$ cat src/hw/rtl/tilt_angle_kalman_filter_defines.svh
// Assertion macros for the tilt angle Kalman filter.
// Expects clk_i and rst_ni in the scope of use; no other dependencies.
`ifndef TILT_ANGLE_KALMAN_FILTER_DEFINES_SVH
`define TILT_ANGLE_KALMAN_FILTER_DEFINES_SVH

// Same-cycle implication, sampled on clk_i, off during reset.
`define TKF_ASSERT_IMPL(lbl, ante, cons, msg) \
  lbl: assert property (@(posedge clk_i) disable iff (!rst_ni) (ante) |-> (cons)) \
    else $error(msg);

// Next-cycle implication, sampled on clk_i, off during reset.
`define TKF_ASSERT_NEXT(lbl, ante, cons, msg) \
  lbl: assert property (@(posedge clk_i) disable iff (!rst_ni) (ante) |=> (cons)) \
    else $error(msg);

`endif

$ cat src/hw/rtl/tkf_pkg.sv
// Shared constants and types of the tilt angle Kalman filter.
// No dependencies; used by the channel interfaces and the top level.
package tkf_pkg;

  localparam int unsigned DataWidthDef = 32;
  localparam int unsigned FracBitsDef  = 16;

  localparam int unsigned AccW  = 25;
  localparam int unsigned RateW = 32;
  localparam int unsigned EstW  = 32;
  localparam int unsigned CfgW  = 31;
  localparam int unsigned AddrW = 4;

  localparam longint QAngleRst = 66;
  localparam longint QGyroRst  = 197;
  localparam longint RMeasRst  = 32768;
  localparam longint DtRst     = 328;

  typedef enum logic [1:0] {
    REG_Q_ANGLE = 2'd0,
    REG_Q_GYRO  = 2'd1,
    REG_R_MEAS  = 2'd2,
    REG_DT      = 2'd3
  } reg_e;

endpackage

$ cat src/hw/rtl/tkf_if.sv
// Valid/ready channel interfaces for input samples and filter results.
// Depends on tkf_pkg for the field widths.
interface tkf_in_if;
  import tkf_pkg::*;
  logic                    valid;
  logic                    ready;
  logic signed [AccW-1:0]  acc_angle;
  logic signed [RateW-1:0] gyro_rate;
  modport source (output valid, acc_angle, gyro_rate, input ready);
  modport sink   (input valid, acc_angle, gyro_rate, output ready);
endinterface

interface tkf_out_if;
  import tkf_pkg::*;
  logic                   valid;
  logic                   ready;
  logic signed [EstW-1:0] angle_estimate;
  logic signed [EstW-1:0] bias_estimate;
  modport source (output valid, angle_estimate, bias_estimate, input ready);
  modport sink   (input valid, angle_estimate, bias_estimate, output ready);
endinterface

$ cat src/hw/rtl/tilt_angle_kalman_filter.sv
// Two-state (angle, gyro bias) Kalman filter, top level.
// Depends on tkf_pkg, tkf_if.sv and tilt_angle_kalman_filter_defines.svh.
//
//   port     dir  item                          handshake
//   in_i     in   acc_angle, gyro_rate          valid/ready
//   out_o    out  angle_estimate, bias_estimate valid/ready
//   psel...  in   APB register writes/reads     pready tied high
//
// Each item runs its arithmetic steps in turn; when P00 + r is not positive
// both divides are skipped and the two gains are set to zero.
// The steps share one bit-serial multiplier (one bit per cycle)
// and one restoring divider (one quotient bit per cycle), used in turn.
// Reset loads the register defaults and the initial state; no clearing pass.
// A finished result waits in the output register; the next item is accepted
// meanwhile, and a result stalls only while the previous one is still held.
`include "tilt_angle_kalman_filter_defines.svh"

module tilt_angle_kalman_filter #(
  parameter int unsigned DATA_WIDTH = tkf_pkg::DataWidthDef,
  parameter int unsigned FRAC_BITS  = tkf_pkg::FracBitsDef
) (
  input  logic                     clk_i,
  input  logic                     rst_ni,
  tkf_in_if.sink                   in_i,
  tkf_out_if.source                out_o,
  input  logic                     psel,
  input  logic                     penable,
  input  logic                     pwrite,
  input  logic [tkf_pkg::AddrW-1:0] paddr,
  input  logic [31:0]              pwdata,
  output logic [31:0]              prdata,
  output logic                     pready
);
  import tkf_pkg::*;

  localparam int unsigned W    = DATA_WIDTH;
  localparam int unsigned F    = FRAC_BITS;
  localparam int unsigned DW   = W + F;
  localparam int unsigned CntW = $clog2(DW + 1);

  localparam logic signed [W-1:0] VMax = {1'b0, {(W-1){1'b1}}};
  localparam logic signed [W-1:0] VMin = {1'b1, {(W-1){1'b0}}};
  localparam longint VMax64 = (64'sd1 <<< (W - 1)) - 64'sd1;
  localparam longint VMin64 = -VMax64 - 64'sd1;
  localparam longint One64  = 64'sd1 <<< F;
  localparam logic signed [W-1:0] OneVal = (One64 > VMax64) ? VMax : W'(One64);

  // One-hot sequencer states.
  typedef enum logic [6:0] {
    ST_IDLE  = 7'b0000001,
    ST_SETUP = 7'b0000010,
    ST_MUL   = 7'b0000100,
    ST_DIV   = 7'b0001000,
    ST_RES   = 7'b0010000,
    ST_WB    = 7'b0100000,
    ST_OUT   = 7'b1000000
  } state_e;

  // Arithmetic steps of one item, in order.
  typedef enum logic [3:0] {
    SP_PRED_ANG = 4'd0,
    SP_PRED_P00 = 4'd1,
    SP_PRED_P01 = 4'd2,
    SP_GAIN0    = 4'd3,
    SP_GAIN1    = 4'd4,
    SP_ANG_UPD  = 4'd5,
    SP_BIAS_UPD = 4'd6,
    SP_P00_A    = 4'd7,
    SP_P10      = 4'd8,
    SP_P01_A    = 4'd9,
    SP_P11      = 4'd10
  } step_e;

  typedef logic signed [W-1:0] val_t;

  // Saturating add or subtract at the data width.
  function automatic val_t sat_as(input val_t a, input val_t b, input logic sub);
    logic [W:0] s;
    begin
      s = sub ? ({a[W-1], a} - {b[W-1], b}) : ({a[W-1], a} + {b[W-1], b});
      if (s[W] != s[W-1]) return s[W] ? VMin : VMax;
      return val_t'(s[W-1:0]);
    end
  endfunction

  function automatic logic [W-1:0] mag(input val_t v);
    begin
      return v[W-1] ? W'(-v) : W'(v);
    end
  endfunction

  function automatic val_t clamp64(input longint v);
    begin
      if (v > VMax64) return VMax;
      if (v < VMin64) return VMin;
      return W'(v);
    end
  endfunction

  function automatic val_t cfg_val(input logic [CfgW-1:0] v);
    begin
      if (64'(v) > 64'(VMax64)) return VMax;
      return W'(v);
    end
  endfunction

  // Control and filter state.
  state_e            state_q, state_d;
  step_e             step_q, step_d;
  logic [CntW-1:0]   cnt_q, cnt_d;
  logic              is_div_q, is_div_d;
  logic              out_valid_q, out_valid_d;
  val_t              angle_q, angle_d, bias_q, bias_d;
  val_t              c00_q, c00_d, c01_q, c01_d, c10_q, c10_d, c11_q, c11_d;
  val_t              qa_q, qa_d, qg_q, qg_d, rm_q, rm_d, dt_q, dt_d;

  // Datapath.
  val_t              acc_q, acc_d, rate_q, rate_d;
  logic [W-1:0]      mul_a_q, mul_a_d, mul_b_q, mul_b_d;
  logic [2*W-1:0]    prod_q, prod_d;
  logic [DW-1:0]     dvd_q, dvd_d, quo_q, quo_d;
  logic [W-2:0]      rem_q, rem_d;
  val_t              den_q, den_d;
  logic              neg_q, neg_d;
  val_t              res_q, res_d, k0_q, k0_d, k1_q, k1_d, e_q, e_d, tmp_q, tmp_d;
  logic [EstW-1:0]   oang_q, oang_d, obias_q, obias_d;

  logic              out_free;
  logic              cfg_wr;
  val_t              op_a, op_b, den_c, e_c;
  logic [W:0]        mul_sum;
  logic [W-1:0]      rem_sh;
  logic              rem_ge;
  logic [W-1:0]      lim;
  logic [2*W-F-1:0]  prod_hi;
  logic [W-1:0]      res_mag;

  assign out_free = !out_valid_q || out_o.ready;
  assign cfg_wr   = psel && penable && pwrite;
  assign pready   = 1'b1;
  assign in_i.ready = (state_q == ST_IDLE);
  assign out_o.valid = out_valid_q;
  assign out_o.angle_estimate = oang_q;
  assign out_o.bias_estimate  = obias_q;

  always_comb begin
    unique case (reg_e'(paddr[3:2]))
      REG_Q_ANGLE: prdata = 32'(qa_q);
      REG_Q_GYRO:  prdata = 32'(qg_q);
      REG_R_MEAS:  prdata = 32'(rm_q);
      REG_DT:      prdata = 32'(dt_q);
    endcase
  end

  assign den_c = sat_as(c00_q, rm_q, 1'b0);
  assign e_c   = sat_as(acc_q, angle_q, 1'b1);

  // Operand select for multiply steps.
  always_comb begin
    op_a = k1_q;
    op_b = c01_q;
    unique case (step_q)
      SP_PRED_ANG: begin op_a = sat_as(rate_q, bias_q, 1'b1); op_b = dt_q; end
      SP_PRED_P00: begin op_a = sat_as(c01_q, c10_q, 1'b0); op_b = dt_q; end
      SP_PRED_P01: begin op_a = c11_q; op_b = dt_q; end
      SP_ANG_UPD:  begin op_a = k0_q; op_b = e_c; end
      SP_BIAS_UPD: begin op_a = k1_q; op_b = e_q; end
      SP_P00_A:    begin op_a = k0_q; op_b = c00_q; end
      SP_P10:      begin op_a = k1_q; op_b = c00_q; end
      SP_P01_A:    begin op_a = k0_q; op_b = c01_q; end
      default:     begin op_a = k1_q; op_b = c01_q; end
    endcase
  end

  // Serial arithmetic: one multiplier bit or one quotient bit per cycle.
  assign mul_sum = {1'b0, prod_q[2*W-1:W]} + (mul_b_q[0] ? {1'b0, mul_a_q} : '0);
  assign rem_sh  = {rem_q, dvd_q[DW-1]};
  assign rem_ge  = (rem_sh >= W'(den_q));
  assign lim     = neg_q ? {1'b1, {(W-1){1'b0}}} : {1'b0, {(W-1){1'b1}}};
  assign prod_hi = prod_q[2*W-1:F];

  always_comb begin
    if (is_div_q) begin
      res_mag = (quo_q > DW'(lim)) ? lim : quo_q[W-1:0];
    end else begin
      res_mag = (prod_hi > (2*W-F)'(lim)) ? lim : prod_hi[W-1:0];
    end
  end

  always_comb begin
    state_d = state_q;   step_d = step_q;     cnt_d = cnt_q;
    is_div_d = is_div_q; out_valid_d = out_valid_q;
    angle_d = angle_q;   bias_d = bias_q;
    c00_d = c00_q; c01_d = c01_q; c10_d = c10_q; c11_d = c11_q;
    qa_d = qa_q; qg_d = qg_q; rm_d = rm_q; dt_d = dt_q;
    acc_d = acc_q; rate_d = rate_q;
    mul_a_d = mul_a_q; mul_b_d = mul_b_q; prod_d = prod_q;
    dvd_d = dvd_q; quo_d = quo_q; rem_d = rem_q; den_d = den_q; neg_d = neg_q;
    res_d = res_q; k0_d = k0_q; k1_d = k1_q; e_d = e_q; tmp_d = tmp_q;
    oang_d = oang_q; obias_d = obias_q;

    if (cfg_wr) begin
      unique case (reg_e'(paddr[3:2]))
        REG_Q_ANGLE: qa_d = cfg_val(pwdata[CfgW-1:0]);
        REG_Q_GYRO:  qg_d = cfg_val(pwdata[CfgW-1:0]);
        REG_R_MEAS:  rm_d = cfg_val(pwdata[CfgW-1:0]);
        REG_DT:      dt_d = cfg_val(pwdata[CfgW-1:0]);
      endcase
    end

    // Drop the result once taken.
    if (out_valid_q && out_o.ready) out_valid_d = 1'b0;

    unique case (state_q)
      ST_IDLE: begin
        if (in_i.valid) begin
          acc_d   = clamp64(64'(in_i.acc_angle));
          rate_d  = clamp64(64'(in_i.gyro_rate));
          step_d  = SP_PRED_ANG;
          state_d = ST_SETUP;
        end
      end
      ST_SETUP: begin
        if (step_q == SP_GAIN0 || step_q == SP_GAIN1) begin
          if (step_q == SP_GAIN0) den_d = den_c;
          if (step_q == SP_GAIN0 && (den_c[W-1] || den_c == '0)) begin
            // Non-positive denominator: zero gains, skip both divides.
            k0_d   = '0;
            k1_d   = '0;
            step_d = SP_ANG_UPD;
          end else begin
            neg_d    = (step_q == SP_GAIN0) ? c00_q[W-1] : c10_q[W-1];
            dvd_d    = {mag((step_q == SP_GAIN0) ? c00_q : c10_q), {F{1'b0}}};
            rem_d    = '0;
            quo_d    = '0;
            cnt_d    = CntW'(DW);
            is_div_d = 1'b1;
            state_d  = ST_DIV;
          end
        end else begin
          if (step_q == SP_ANG_UPD) e_d = e_c;
          mul_a_d  = mag(op_a);
          mul_b_d  = mag(op_b);
          neg_d    = op_a[W-1] ^ op_b[W-1];
          prod_d   = '0;
          cnt_d    = CntW'(W);
          is_div_d = 1'b0;
          state_d  = ST_MUL;
        end
      end
      ST_MUL: begin
        prod_d  = {mul_sum, prod_q[W-1:1]};
        mul_b_d = mul_b_q >> 1;
        cnt_d   = cnt_q - 1'b1;
        if (cnt_q == CntW'(1)) state_d = ST_RES;
      end
      ST_DIV: begin
        rem_d = rem_ge ? (W-1)'(rem_sh - W'(den_q)) : (W-1)'(rem_sh);
        dvd_d = dvd_q << 1;
        quo_d = {quo_q[DW-2:0], rem_ge};
        cnt_d = cnt_q - 1'b1;
        if (cnt_q == CntW'(1)) state_d = ST_RES;
      end
      ST_RES: begin
        res_d   = neg_q ? val_t'(-res_mag) : val_t'(res_mag);
        state_d = ST_WB;
      end
      ST_WB: begin
        state_d = ST_SETUP;
        step_d  = step_e'(step_q + 1'b1);
        unique case (step_q)
          SP_PRED_ANG: angle_d = sat_as(angle_q, res_q, 1'b0);
          SP_PRED_P00: c00_d = sat_as(sat_as(c00_q, qa_q, 1'b0), res_q, 1'b1);
          SP_PRED_P01: begin
            c01_d = sat_as(c01_q, res_q, 1'b1);
            c10_d = sat_as(c10_q, res_q, 1'b1);
            c11_d = sat_as(c11_q, qg_q, 1'b0);
          end
          SP_GAIN0:    k0_d = res_q;
          SP_GAIN1:    k1_d = res_q;
          SP_ANG_UPD:  angle_d = sat_as(angle_q, res_q, 1'b0);
          SP_BIAS_UPD: bias_d = sat_as(bias_q, res_q, 1'b0);
          SP_P00_A:    tmp_d = res_q;
          SP_P10: begin
            c10_d = sat_as(c10_q, res_q, 1'b1);
            c00_d = sat_as(c00_q, tmp_q, 1'b1);
          end
          SP_P01_A:    tmp_d = res_q;
          SP_P11: begin
            c11_d   = sat_as(c11_q, res_q, 1'b1);
            c01_d   = sat_as(c01_q, tmp_q, 1'b1);
            step_d  = SP_PRED_ANG;
            state_d = ST_OUT;
          end
          default: state_d = ST_OUT;
        endcase
      end
      ST_OUT: begin
        // Hold here until the output register is free.
        if (out_free) begin
          oang_d      = EstW'(angle_q);
          obias_d     = EstW'(bias_q);
          out_valid_d = 1'b1;
          state_d     = ST_IDLE;
        end
      end
      default: state_d = ST_IDLE;
    endcase
  end

  always_ff @(posedge clk_i or negedge rst_ni) begin
    if (!rst_ni) begin
      state_q     <= ST_IDLE;
      step_q      <= SP_PRED_ANG;
      cnt_q       <= '0;
      is_div_q    <= 1'b0;
      out_valid_q <= 1'b0;
      angle_q     <= '0;
      bias_q      <= '0;
      c00_q       <= OneVal;
      c01_q       <= '0;
      c10_q       <= '0;
      c11_q       <= OneVal;
      qa_q        <= clamp64(QAngleRst);
      qg_q        <= clamp64(QGyroRst);
      rm_q        <= clamp64(RMeasRst);
      dt_q        <= clamp64(DtRst);
    end else begin
      state_q     <= state_d;
      step_q      <= step_d;
      cnt_q       <= cnt_d;
      is_div_q    <= is_div_d;
      out_valid_q <= out_valid_d;
      angle_q     <= angle_d;
      bias_q      <= bias_d;
      c00_q       <= c00_d;
      c01_q       <= c01_d;
      c10_q       <= c10_d;
      c11_q       <= c11_d;
      qa_q        <= qa_d;
      qg_q        <= qg_d;
      rm_q        <= rm_d;
      dt_q        <= dt_d;
    end
  end

  always_ff @(posedge clk_i) begin
    acc_q   <= acc_d;
    rate_q  <= rate_d;
    mul_a_q <= mul_a_d;
    mul_b_q <= mul_b_d;
    prod_q  <= prod_d;
    dvd_q   <= dvd_d;
    quo_q   <= quo_d;
    rem_q   <= rem_d;
    den_q   <= den_d;
    neg_q   <= neg_d;
    res_q   <= res_d;
    k0_q    <= k0_d;
    k1_q    <= k1_d;
    e_q     <= e_d;
    tmp_q   <= tmp_d;
    oang_q  <= oang_d;
    obias_q <= obias_d;
  end

  `TKF_ASSERT_NEXT(a_busy_after_accept, in_i.valid && in_i.ready, !in_i.ready, "accepted item did not block input")
  `TKF_ASSERT_NEXT(a_result_loaded, state_q == ST_OUT && out_free, out_o.valid && state_q == ST_IDLE, "result not loaded")
  `TKF_ASSERT_IMPL(a_serial_count, state_q == ST_MUL || state_q == ST_DIV, cnt_q != '0, "serial counter ran out")

endmodule
$ cat src/flat_wrapper.sv
// flat-port wrapper written by rule: the top's interface ports become plain ports
module tilt_angle_kalman_filter_flat import tkf_pkg::*;
#(
  parameter int unsigned DATA_WIDTH = tkf_pkg::DataWidthDef,
  parameter int unsigned FRAC_BITS  = tkf_pkg::FracBitsDef
)
  (clk_i, rst_ni, psel, penable, pwrite, paddr, pwdata, prdata, pready, in_i_valid, in_i_acc_angle, in_i_gyro_rate, in_i_ready, out_o_valid, out_o_angle_estimate, out_o_bias_estimate, out_o_ready);
  tkf_in_if in_i_i ();
  tkf_out_if out_o_i ();
  input  logic clk_i;
  input  logic rst_ni;
  input  logic psel;
  input  logic penable;
  input  logic pwrite;
  input  logic [tkf_pkg::AddrW-1:0] paddr;
  input  logic [31:0] pwdata;
  output logic [31:0] prdata;
  output logic pready;
  input wire logic [$bits(in_i_i.valid)-1:0] in_i_valid;
  input wire logic [$bits(in_i_i.acc_angle)-1:0] in_i_acc_angle;
  input wire logic [$bits(in_i_i.gyro_rate)-1:0] in_i_gyro_rate;
  output wire logic [$bits(in_i_i.ready)-1:0] in_i_ready;
  output wire logic [$bits(out_o_i.valid)-1:0] out_o_valid;
  output wire logic [$bits(out_o_i.angle_estimate)-1:0] out_o_angle_estimate;
  output wire logic [$bits(out_o_i.bias_estimate)-1:0] out_o_bias_estimate;
  input wire logic [$bits(out_o_i.ready)-1:0] out_o_ready;
  assign in_i_i.valid = in_i_valid;
  assign in_i_i.acc_angle = in_i_acc_angle;
  assign in_i_i.gyro_rate = in_i_gyro_rate;
  assign in_i_ready = in_i_i.ready;
  assign out_o_valid = out_o_i.valid;
  assign out_o_angle_estimate = out_o_i.angle_estimate;
  assign out_o_bias_estimate = out_o_i.bias_estimate;
  assign out_o_i.ready = out_o_ready;
  tilt_angle_kalman_filter #(.DATA_WIDTH(DATA_WIDTH), .FRAC_BITS(FRAC_BITS)) u_core (.clk_i(clk_i), .rst_ni(rst_ni), .in_i(in_i_i), .out_o(out_o_i), .psel(psel), .penable(penable), .pwrite(pwrite), .paddr(paddr), .pwdata(pwdata), .prdata(prdata), .pready(pready));
endmodule
$ cat config.mk
export PLATFORM = sky130hd
export DESIGN_NAME = tilt_angle_kalman_filter_flat
export DESIGN_NICKNAME = d
export VERILOG_FILES = /design/src/hw/rtl/tkf_pkg.sv /design/src/hw/rtl/tkf_if.sv /design/src/hw/rtl/tilt_angle_kalman_filter.sv /design/src/flat_wrapper.sv
export VERILOG_INCLUDE_DIRS = /design/src /design/src/hw/rtl
export SDC_FILE = /design/constraint.sdc
export NUM_CORES = 2
export LEC_CHECK = 0
export ABC_AREA = 1
export BUFFER_PORTS_ARGS = -buffer_cell sky130_fd_sc_hd__buf_2
export CAP_MARGIN = 20
export CORE_UTILIZATION = 35
export CTS_CLUSTER_DIAMETER = 50
export CTS_CLUSTER_SIZE = 12
export DETAILED_ROUTE_END_ITERATION = 8
export PLACE_DENSITY = 0.53
export SLEW_MARGIN = 15
export SYNTH_ARGS = -nofsm -noshare
export SYNTH_HDL_FRONTEND = slang
export SYNTH_SLANG_ARGS = --single-unit
$ cat constraint.sdc
create_clock -name clk_i -period 18.19 [get_ports clk_i]
set_input_delay 0.9095 -clock clk_i [delete_from_list [all_inputs] [get_ports clk_i]]
set_output_delay 0.9095 -clock clk_i [all_outputs]
set_load 0.05 [all_outputs]
==> impl_metrics.toml <==
[final_layout]
finalInstanceArea_um2 = 79100
final_util_pct = 39.5
drive_above_1_share_pct = 7.42
largestRegisters = "u_core.prod_q x48, u_core.quo_q x48"
multi_input_area_um2 = 40500
seq_area_um2 = 24600
fillers = 20919
nNetsFinal = 10336
area_growth_pct = 12.2

[global_route]
grt_antenna_before_repair = 17
overflow = 0
grt_pass1_wl_mm = 423
grt_pass1_vias = 63506
grtUsageTotal_pct = 28.0
grt_max_degree = 122

[worst_hold_path]
hp-class = "input port to async pin"

[sta]
fmax_mhz = 123
tightest_slew_ps = 1050
period_minus_slack_ps = 8150
tns_ps = 0
min_period_over_period_pct = 44.8
setup_viol = 0
slew_violations = 0
max_slew_margin_pct = 29.5
setup_ws_ps = 10040
rsz0062_at_grt = "no"
skew_ps = 87.7
hold_viol_final = 0

[clock_tree]
cts_tree = "yes"
htree_levels = 4
clockRootBuffer = "clkbuf_16"
path_clk_slew_ps = 60
postCtsSetupRepairBufs = 0
insertion_delay_ps = 840
holdBufCountCts = 0
cts.sinks = 873
cts-buffers-inserted = 136
ctsResizeCount = 0
clk_path_buf_depth = 3

[floorplanning]
pin_count = 199
core_region_area_um2 = 200000
fp.dieH_um = 451
die_area_um2 = 203000
rows = 164
start_util_pct = 35.3
die_w_um = 451

[pwr]
p_leak_nw = 37.3
power.switching_mw = 4.29
power.share.clock_pct = 27.7
switching_share_pct = 44.6
ir_drop_mv = 0.100
p_total_mw = 9.62
combPwrFrac_pct = 42.6
seq_power_share_pct = 29.7
power.density_nw_per_um2 = 122
p_int_mw = 5.33

[logic_synthesis]
seq_area_frac_synth_pct = 34.8
synth_nets = 10217
synth_edf_count = 538
ys_async_sr_fraction_pct = 38.4
ys_warn_count = 0
syn-cell-area_um2 = 70500
postSynthCellCount = 9522
synth_cell_type_count = 69
synth-seq-cells = 873
synth_ff_type = "edfxtp_1"
syn_area_per_cell_um2 = 7.41

[placement]
dp_hpwl_mm = 227
placed_cell_area_um2 = 74400
port_buffers = 193
place.gp.congestion = 1.02
place_ws_ps = 10260

[worst_setup_path]
critPathKind = "flip-flop to flip-flop"
critPathSlowestCell = "dfrtp_1"
arrival_ps = 8810
max_stage_delay_ps = 650
cp-start-kind = "flip-flop"
endpoint_kind = "flip-flop"
cp.required_ps = 18850
cpMostUsedCell = "nand2_1"
cp_max_fo = 30

[detailed_routing]
met3WireLength_mm = 21.8
route.met2.wl_mm = 126
wl_mm = 292
highest_layer = "met5"
dr.pass1.iters = 8
viasPerCell = 5.43
wl_per_cell_um = 23.5
drt_iter0_markers = 7177
drc = 0
dr_total_vias = 67411
wl_met1_mm = 128
postRouteAntennaNets = 0

[job]
maxCapViolations = 0

[outcome]
status = "finished, final reports clean"
## logic make-up (layout without fill, tap and decap cells)
group           count (synthesis)  in the layout  share of synthesized area (%)
buf+inv                      1446           1676                           7.92
fa+ha+maj                     595            595                           10.7
flops                         873            873                           34.8
simple gates                 3960           3960                           23.2
mux                             3              3                         0.0426
other cells                     2             10                         0.0106
compound gates               2161           2161                           17.3
xor+xnor                      482            482                           5.99
## power groups by stage
stage | clock, mW | combinational [mW] | sequential (mW)
after global placement | 0 | 3.97 | 2.89
after global routing | 2.80 | 4.51 | 2.87
after floorplan | 0 | 2.79 | 2.73
after CTS | 2.72 | 4.02 | 2.86
final | 2.67 | 4.10 | 2.86
after detailed placement | 0 | 4.00 | 2.89
## metal layers
metal / vias to the layer above / GRT usage, %
met2: 2648 / 43.1
li1: 32394 / -
met1: 31859 / 38.2
met3: 504 / 4.49
met5: - / 0
met4: 6 / 13.3
## area by class of cell
type / instances / area share, %
antenna: 8 / 0.0253
clock buffer: 158 / 4.50
clock inverter: 91 / 1.37
inverter: 1138 / 5.40
multi-input combinational: 7203 / 51.2
sequential: 873 / 31.0
tap: 2656 / 4.20
timing repair buffer: 289 / 2.24
## path summary, 6_finish.rpt
| check | startpoint | to | depth (start not counted) | slack, ps |
|---|---|---|---|---|
| hold reg to reg | u_core.bias_q[11] | u_core.out_o.bias_estimate[11] | 0 | 490 |
| min in group clk_i | in_i_acc_angle[15] | u_core.acc_q[15] | 1 | 250 |
| max in group asynchronous | rst_ni | u_core.rm_q[20] | 4 | 15170 |
| setup / recovery | u_core.c00_q[3] | u_core.c00_q[1] | 32 | 10040 |
| hold / removal | rst_ni | u_core.angle_q[11] | 1 | 90 |
| setup reg to reg | u_core.c00_q[3] | u_core.c00_q[1] | 32 | 10040 |
## synth_stat cells, types with 31 or more instances
| cell | count | area (um^2) |
|---|---|---|
| ha_1 | 579 | 7240 |
| nand3_1 | 410 | 2050 |
| edfxtp_1 | 538 | 16200 |
| dfrtp_1 | 322 | 8060 |
| o21ai_0 | 688 | 3440 |
| nand2_2 | 45 | 282 |
| nor2_1 | 815 | 3060 |
| xor2_1 | 274 | 2400 |
| xnor2_1 | 208 | 1820 |
| a21boi_0 | 50 | 375 |
| nor4_1 | 45 | 282 |
| inv_1 | 1109 | 4160 |
| a31oi_1 | 77 | 482 |
| a211oi_1 | 43 | 323 |
| clkbuf_1 | 228 | 856 |
| o21bai_1 | 49 | 368 |
| o21ai_1 | 87 | 435 |
| a21oi_1 | 862 | 4310 |
| nor2_2 | 35 | 219 |
| a22oi_1 | 52 | 390 |
| o21a_1 | 55 | 413 |
| nor3_1 | 74 | 370 |
| o2111ai_1 | 43 | 377 |
| a21o_1 | 31 | 233 |
| buf_2 | 47 | 235 |
| nand2_1 | 2356 | 8840 |
| nand4_1 | 98 | 613 |
## stage by stage
stage               hold WS, ps  cells
floorplan                   451   9522
global placement            477  12151
detailed placement          472  12152
CTS                         130  12401
global route                168  12412
finish                     94.8  12416
## cell usage in the layout, fill, tap and decap left out, types with 24 or more instances in the layout
cell and n:
nor4_1 45, nand2_2 47, a22oi_1 52, xor2_1 274, nand3_1 409, a21o_1 31, nor2_1 797, nor2_2 43
o21ai_0 686, edfxtp_1 538, a31oi_1 77, o2111ai_1 43, a21boi_0 50, o21a_1 55, inv_2 25, o21ai_1 87
clkbuf_16 137, inv_1 1107, a221oi_1 24, a211oi_1 43, o21bai_1 49, nor3_1 72, ha_1 579, nand2_1 2351
buf_4 87, xnor2_1 208, nand3b_1 28, buf_2 192, o211ai_1 30, dfrtp_1 322, nand4_1 98, a21oi_1 861
## critical path: cells and delay by family (launching register included)
kind,cells,cell delay (ps)
AO/OA/AOI/OAI,17,3860
AND/OR/NAND/NOR,10,1680
flip-flops,1,650
buffers and inverters,1,570
adder cells (fa/ha/maj),3,820
XOR/XNOR,1,360
Note: power is estimated with default switching activity, not from simulation.
